==> src/bfs_pkg.sv <==
// Package for the byte-stream field serializer.
// Holds the word types, opcode codes, state codes and sizing constants.
// No dependencies.
package bfs_pkg;

  localparam int unsigned PosW     = 48;  // width of the running byte count
  localparam int unsigned MaxAlign = 64;  // largest honored alignment
  localparam int unsigned CntW     = 7;   // holds up to MaxAlign - 1 and PosW - 1
  localparam int unsigned IdxW     = $clog2(PosW);

  localparam logic [2:0] OpByte   = 3'd0;
  localparam logic [2:0] OpVarint = 3'd1;
  localparam logic [2:0] OpZigzag = 3'd2;
  localparam logic [2:0] OpLe16   = 3'd3;
  localparam logic [2:0] OpLe32   = 3'd4;
  localparam logic [2:0] OpLe64   = 3'd5;
  localparam logic [2:0] OpAlign  = 3'd6;

  typedef struct packed {
    logic [2:0]  opcode;
    logic [63:0] value;
    logic [6:0]  alignment;
  } in_word_t;

  typedef struct packed {
    logic [7:0] out_byte;
    logic       last;
  } out_word_t;

  typedef enum logic [3:0] {
    StIdle = 4'b0001,
    StEmit = 4'b0010,
    StDiv  = 4'b0100,
    StPad  = 4'b1000
  } state_e;

endpackage

==> src/bytecode_field_serializer.sv <==
// Byte-stream field serializer: raw byte, LEB128 and zigzag varints,
// little-endian words and alignment padding. Uses bfs_pkg.
//
// Input channel (in_valid_i / in_stall_o / in_word_i): one field per word.
// A word is taken when in_valid_i is high and in_stall_o is low; in_stall_o
// stays high while an item is being worked on.
// Output channel (out_valid_o / out_stall_i / out_word_o): one serialized
// byte per word, last set on the final byte of each item. The output register
// holds a byte while out_stall_i is high; the emit and pad states wait with it.
// Config channel (cfg_valid_i / cfg_ready_o / cfg_data_i): pad byte value,
// always ready.
// Timing: encoding items emit one byte per cycle while out_stall_i is low
// (1 for a raw byte, up to 10 for a varint, 8 for le64). An align item first
// runs a bit-serial remainder of the 48-bit byte count against the alignment,
// stepping through one shared subtract/compare unit, then emits its pad
// bytes one per cycle while out_stall_i is low. The first output byte is
// registered from the emit state, which the accept moves into.
// Reset clears the byte count, the pad byte, the state and the output valid.
module bytecode_field_serializer (
  input  logic                clk_i,
  input  logic                rst_ni,
  input  logic                in_valid_i,
  output logic                in_stall_o,
  input  bfs_pkg::in_word_t   in_word_i,
  output logic                out_valid_o,
  input  logic                out_stall_i,
  output bfs_pkg::out_word_t  out_word_o,
  input  logic                cfg_valid_i,
  output logic                cfg_ready_o,
  input  logic [7:0]          cfg_data_i
);

  bfs_pkg::state_e               state_q, state_d;
  logic [63:0]                   shift_q, shift_d;
  logic                          is_var_q, is_var_d;
  logic [bfs_pkg::CntW-1:0]      cnt_q, cnt_d;
  logic [6:0]                    rem_q, rem_d;
  logic [6:0]                    align_q, align_d;
  logic [bfs_pkg::PosW-1:0]      pos_q, pos_d;
  logic [7:0]                    pad_q;
  logic                          out_valid_q, out_valid_d;
  bfs_pkg::out_word_t            out_q, out_d;

  logic        slot_free;
  logic        accept;
  logic [63:0] rest;
  logic [6:0]  align_clip;
  logic [6:0]  trial;

  assign in_stall_o  = (state_q != bfs_pkg::StIdle);
  assign accept      = in_valid_i && !in_stall_o;
  assign slot_free   = !out_valid_q || !out_stall_i;
  assign cfg_ready_o = 1'b1;
  assign out_valid_o = out_valid_q;
  assign out_word_o  = out_q;

  assign rest       = shift_q >> 7;
  assign align_clip = (in_word_i.alignment > 7'(bfs_pkg::MaxAlign))
                      ? 7'(bfs_pkg::MaxAlign) : in_word_i.alignment;
  // shared remainder step: bring in the next count bit, subtract if it fits
  assign trial      = {rem_q[5:0], pos_q[cnt_q[bfs_pkg::IdxW-1:0]]};

  always_comb begin
    state_d     = state_q;
    shift_d     = shift_q;
    is_var_d    = is_var_q;
    cnt_d       = cnt_q;
    rem_d       = rem_q;
    align_d     = align_q;
    pos_d       = pos_q;
    out_d       = out_q;
    out_valid_d = out_valid_q && out_stall_i;

    case (state_q)
      bfs_pkg::StIdle: begin
        if (accept) begin
          shift_d  = in_word_i.value;
          is_var_d = 1'b0;
          case (in_word_i.opcode)
            bfs_pkg::OpByte: begin
              cnt_d   = bfs_pkg::CntW'(1);
              state_d = bfs_pkg::StEmit;
            end
            bfs_pkg::OpVarint: begin
              is_var_d = 1'b1;
              state_d  = bfs_pkg::StEmit;
            end
            bfs_pkg::OpZigzag: begin
              shift_d  = {in_word_i.value[62:0], 1'b0} ^ {64{in_word_i.value[63]}};
              is_var_d = 1'b1;
              state_d  = bfs_pkg::StEmit;
            end
            bfs_pkg::OpLe16: begin
              cnt_d   = bfs_pkg::CntW'(2);
              state_d = bfs_pkg::StEmit;
            end
            bfs_pkg::OpLe32: begin
              cnt_d   = bfs_pkg::CntW'(4);
              state_d = bfs_pkg::StEmit;
            end
            bfs_pkg::OpLe64: begin
              cnt_d   = bfs_pkg::CntW'(8);
              state_d = bfs_pkg::StEmit;
            end
            bfs_pkg::OpAlign: begin
              // alignment below two needs nothing
              if (align_clip >= 7'd2) begin
                align_d = align_clip;
                rem_d   = '0;
                cnt_d   = bfs_pkg::CntW'(bfs_pkg::PosW - 1);
                state_d = bfs_pkg::StDiv;
              end
            end
            default: ;
          endcase
        end
      end

      bfs_pkg::StEmit: begin
        if (slot_free) begin
          out_valid_d = 1'b1;
          pos_d       = pos_q + bfs_pkg::PosW'(1);
          if (is_var_q) begin
            out_d.out_byte = {(rest != '0), shift_q[6:0]};
            out_d.last     = (rest == '0);
            shift_d        = rest;
          end else begin
            out_d.out_byte = shift_q[7:0];
            out_d.last     = (cnt_q == bfs_pkg::CntW'(1));
            shift_d        = shift_q >> 8;
            cnt_d          = cnt_q - bfs_pkg::CntW'(1);
          end
          if (out_d.last) begin
            state_d = bfs_pkg::StIdle;
          end
        end
      end

      bfs_pkg::StDiv: begin
        rem_d = (trial >= align_q) ? trial - align_q : trial;
        if (cnt_q == '0) begin
          // pad = (align - rem) % align
          if (rem_d == '0) begin
            state_d = bfs_pkg::StIdle;
          end else begin
            cnt_d   = bfs_pkg::CntW'(align_q - rem_d);
            state_d = bfs_pkg::StPad;
          end
        end else begin
          cnt_d = cnt_q - bfs_pkg::CntW'(1);
        end
      end

      bfs_pkg::StPad: begin
        if (slot_free) begin
          out_valid_d    = 1'b1;
          out_d.out_byte = pad_q;
          out_d.last     = (cnt_q == bfs_pkg::CntW'(1));
          pos_d          = pos_q + bfs_pkg::PosW'(1);
          cnt_d          = cnt_q - bfs_pkg::CntW'(1);
          if (out_d.last) begin
            state_d = bfs_pkg::StIdle;
          end
        end
      end

      default: begin
        state_d = bfs_pkg::StIdle;
      end
    endcase
  end

  always_ff @(posedge clk_i or negedge rst_ni) begin
    if (!rst_ni) begin
      state_q     <= bfs_pkg::StIdle;
      pos_q       <= '0;
      pad_q       <= '0;
      out_valid_q <= 1'b0;
    end else begin
      state_q     <= state_d;
      pos_q       <= pos_d;
      out_valid_q <= out_valid_d;
      if (cfg_valid_i && cfg_ready_o) begin
        pad_q <= cfg_data_i;
      end
    end
  end

  always_ff @(posedge clk_i) begin
    shift_q  <= shift_d;
    is_var_q <= is_var_d;
    cnt_q    <= cnt_d;
    rem_q    <= rem_d;
    align_q  <= align_d;
    out_q    <= out_d;
  end

endmodule
==> config.mk <==
export PLATFORM = sky130hd
export DESIGN_NAME = bytecode_field_serializer
export DESIGN_NICKNAME = d
export VERILOG_FILES = /design/src/bfs_pkg.sv /design/src/bytecode_field_serializer.sv
export SDC_FILE = /design/constraint.sdc
export NUM_CORES = 1
export LEC_CHECK = 0
export BUFFER_PORTS_ARGS = -buffer_cell sky130_fd_sc_hd__buf_2
export CAP_MARGIN = 10
export CORE_MARGIN = 1
export CORE_UTILIZATION = 25
export CTS_CLUSTER_SIZE = 28
export DETAILED_ROUTE_END_ITERATION = 8
export SYNTH_ARGS = -nofsm -noshare
export SYNTH_HDL_FRONTEND = slang
export SYNTH_SLANG_ARGS = --single-unit
==> constraint.sdc <==
create_clock -name clk_i -period 14.45 [get_ports clk_i]
set_input_delay 2.1675 -clock clk_i [delete_from_list [all_inputs] [get_ports clk_i]]
set_output_delay 2.1675 -clock clk_i [all_outputs]
set_load 0.02 [all_outputs]
==> summary.md <==
| Metric | Value |
|---|---|
| Initial DRT Pass Iterations | 5 |
| Min-delay src | pos_q[47] |
| Status | completed |
| Total power | 1.72 mW |
| Port Buffers | 97 |
| Gate power share | 29.0% |
| DR vias | 7225 |
| Cell breakdown of the critical path | mux4_1 -> mux4_2 -> a211o_1 -> a31oi_4 -> inv_1 -> ha_1 -> nor2b_1 -> o21ai_0 -> a41oi_1 -> or2_2 -> nor2_1 -> a21oi_1 -> ha_1 -> nor2b_1 -> o21ai_0 -> nand2b_1 -> maj3_1 -> mux2i_1 -> nand2_1 |
| Hold Buf Count CTS | 0 |
| Share of cells above drive strength 1 | 17.5% |
| Setup CP Type | flop to flop |
| Final worst path period share | 40.2% |
| EDFF count, synth | 94 |
| Mean routed wirelength per cell | 15.6 um |
| Int Power | 1.11 mW |
| Total core area | 37900 um2 |
| Vias in the first global route | 6999 |
| Worst Max-Slew Pin Slew | 1.03 ns |
| Post-route clock skew | 0.0136 ns |
| Cell family with most CP delay | compound AO/OA/AOI/OAI gates |
| Final Max Tran Viols | 0 |
| Most frequent cells in the layout | xnor2_1 (110), nand2_1 (106), buf_2 (96) |
| Clk sinks | 155 |
| Sequential share of power | 43.4% |
| CTS tree | done |
| Cells after synthesis | 930 |
| Asr flop ratio synth | 39.4% |
| Register-to-register setup slack | 8.65 ns |
| Area of the multi-input gates | 5050 um2 |
| Postcts setup bufs | 0 |
| Nets | 1100 |
| Die X | 199 um |
| Chip height | 199 um |
| Max Clock Freq | 172 MHz |
| Routed vias/inst | 4.75 |
| Top Ports | 99 |
| Min-Delay Endpoint | pos_q[47] |
| Total grt overflow | 0 |
| # diodes | 0 |
| CP max-delay cell | edfxtp_1 |
| Post-route minimum period | 5.80 ns |
| WP data arrival | 5.98 ns |
| Final setup TNS | 0 ns |
| Initial Util | 25.6% |
| Post-synthesis average cell area | 10.4 um2 |
| Residual DRC | 0 |
| Fillcell total | 3920 |
| Die area | 39600 um2 |
| Hold Crit Class | flop to flop |
| Static leakage | 4.30 nW |
| Sequential area share after synthesis | 44.8% |
| PostCTS Resize Cnt | 0 |
| Synthesized area | 9700 um2 |
| CTS buffer count | 17 |
| RSZ-0062 raised after global routing | false |
| Largest net degree at the start of global routing | 116 |
| Final Hold Viols | 0 |
| R2r startpoint | cnt_q[0] |
| Unique cell type count in the Yosys netlist | 64 |
| Final setup vio count | 0 |
| Register bit count reported by yosys | 155 |
| First-pass GRT wire length | 37.8 mm |
| R2R depth | 19 |
| Critical path fanouts, max | 16 |
| MaxCap Viol Count | 0 |
| Crit end category | flop |
| Rel. slew slack | 31.3% |
| Syn_nets | 1033 |
| ANT nets after route | 0 |
| Syn. warnings | 0 |
| CTS Buffer Depth | 2 |
| Commonest non-fill, non-tap cell in the layout | xnor2_1 |
| Overall routed net length | 23.7 mm |
| H-Tree Depth | 4 |
| Clock power frac | 27.7% |
| Insertion delay to the later sink of the worst-skew pair | 0.43 ns |
| Root Driver | clkbuf_16 |
| Initial antenna violation count | 0 |
| Row cnt | 71 |
| Max incr delay on CP | 0.87 ns |
| Overall Global Routing Usage | 12.2% |
| Critical R2R Capture | cnt_q[5] |
| WP buf/inv | 1 |
| NetSw | 607 uW |
| Worst hold stages | 1 |
| Final HPWL DP | 17.3 mm |
| Initial DRC count | 431 |
| Clock Pin Slew Worst Setup and Hold Paths | 0.07 ns |
| Setup crit start kind | flop |
| Syn-to-layout area delta | 16.6% |
| Sw frac | 35.3% |
| Main flop type after synthesis | edfxtp_1 |
| Maximum VDD drop | 0.0896 mV |
| GPL Wtd Cong | 0.830 |
| Critical path required time | 14.62 ns |
| FF/Latch Area | 4350 um2 |
| Pwr/cell area | 152 nW/um2 |
[cell usage after synthesis (all sizes together), types with 13 or more instances]
| cell type | instances | share of area, % |
|---|---|---|
| buf | 18 | 0.86 |
| clkbuf | 39 | 1.5 |
| dfrtp | 60 | 15 |
| edfxtp | 94 | 29 |
| ha | 14 | 1.8 |
| inv | 23 | 0.89 |
| mux2 | 16 | 1.9 |
| mux2i | 61 | 6.3 |
| mux4 | 13 | 3.1 |
| nand2 | 106 | 4.1 |
| nand3 | 25 | 1.3 |
| nand4 | 15 | 0.97 |
| nor2 | 50 | 2.0 |
| nor2b | 14 | 0.90 |
| nor4 | 18 | 1.3 |
| o211ai | 58 | 4.5 |
| o21ai | 64 | 3.3 |
| xnor2 | 110 | 9.9 |
| xor2 | 18 | 1.6 |
[metal layers]
| metal | track usage, % | part of all wire, % |
|---|---|---|
| met1 | 16.0 | 46 |
| met2 | 20.9 | 49 |
| met3 | 2.07 | 3.5 |
| met4 | 2.76 | 1.1 |
| met5 | 0 | 0 |
[worst reg2reg max path, stage by stage, from the launching register on]
cell and delay (ns):
edfxtp_1 0.87, mux4_1 0.64, mux4_2 0.46, a211o_1 0.34, a31oi_4 0.21, inv_1 0.07
ha_1 0.30, nor2b_1 0.13, o21ai_0 0.11, a41oi_1 0.48, or2_2 0.35, nor2_1 0.09
a21oi_1 0.24, ha_1 0.28, nor2b_1 0.12, o21ai_0 0.16, nand2b_1 0.11, maj3_1 0.37
mux2i_1 0.15, nand2_1 0.06
[layout make-up]
class	instances	share of cell area, %
tap	511	5.65
clock inverter	9	0.708
timing repair buffer	105	4.85
inverter	23	0.763
sequential	155	38.5
multi-input combinational	695	44.7
clock buffer	23	4.89
[how the worst max path moves through the flow]
stage	to	from	depth (start not counted)	slack, ns
final	cnt_q[5]	cnt_q[0]	19	8.65
after global routing	cnt_q[5]	cnt_q[0]	19	8.28
after CTS	cnt_q[5]	cnt_q[0]	19	8.63
after detailed placement	cnt_q[5]	cnt_q[0]	19	8.70
after global placement	cnt_q[5]	cnt_q[0]	19	8.83
after floorplan	cnt_q[5]	cnt_q[0]	21	9.56
[sequential cells by signal, summed over array words and instances (netlist names)]
signal	cells
out_word_o	9
pos_q	48
pad_q	8
out_valid_o	1
shift_q	64
align_q	7
cnt_q	7
is_var_q	1
rem_q	6
state_q	4
[metrics by stage]
stage / utilization, % / setup slack, ns / std cells / cell area (um2) / hold slack (ns)
after CTS: 29.8 / 8.63 / 1521 / 11300 / 0.476
final: 29.8 / 8.65 / 1521 / 11300 / 0.485
after global routing: 29.8 / 8.28 / 1521 / 11300 / 0.485
after floorplan: - / 9.56 / 930 / 9700 / 0.440
after detailed placement: 28.1 / 8.70 / 1489 / 10700 / 0.464
after global placement: 28.1 / 8.83 / 1489 / 10700 / 0.458
[kinds of logic after synthesis]
group	Yosys count	share of synthesized area [%]
multiplexers	90	11.3
buffers and inverters	80	3.26
XOR/XNOR	128	11.6
adder cells (fa/ha/maj)	17	2.32
other	1	0.0387
AND/OR/NAND/NOR	279	14.3
AO/OA/AOI/OAI	180	12.4
flip-flops	155	44.8
[power by group through the flow]
stage,registers [mW],logic (mW),clock network (mW)
after floorplan,0.702,0.396,0
after global placement,0.755,0.495,0
after detailed placement,0.757,0.502,0
after CTS,0.749,0.505,0.485
after global routing,0.763,0.557,0.504
final,0.746,0.499,0.476
Note: power is estimated with default switching activity, not from simulation.
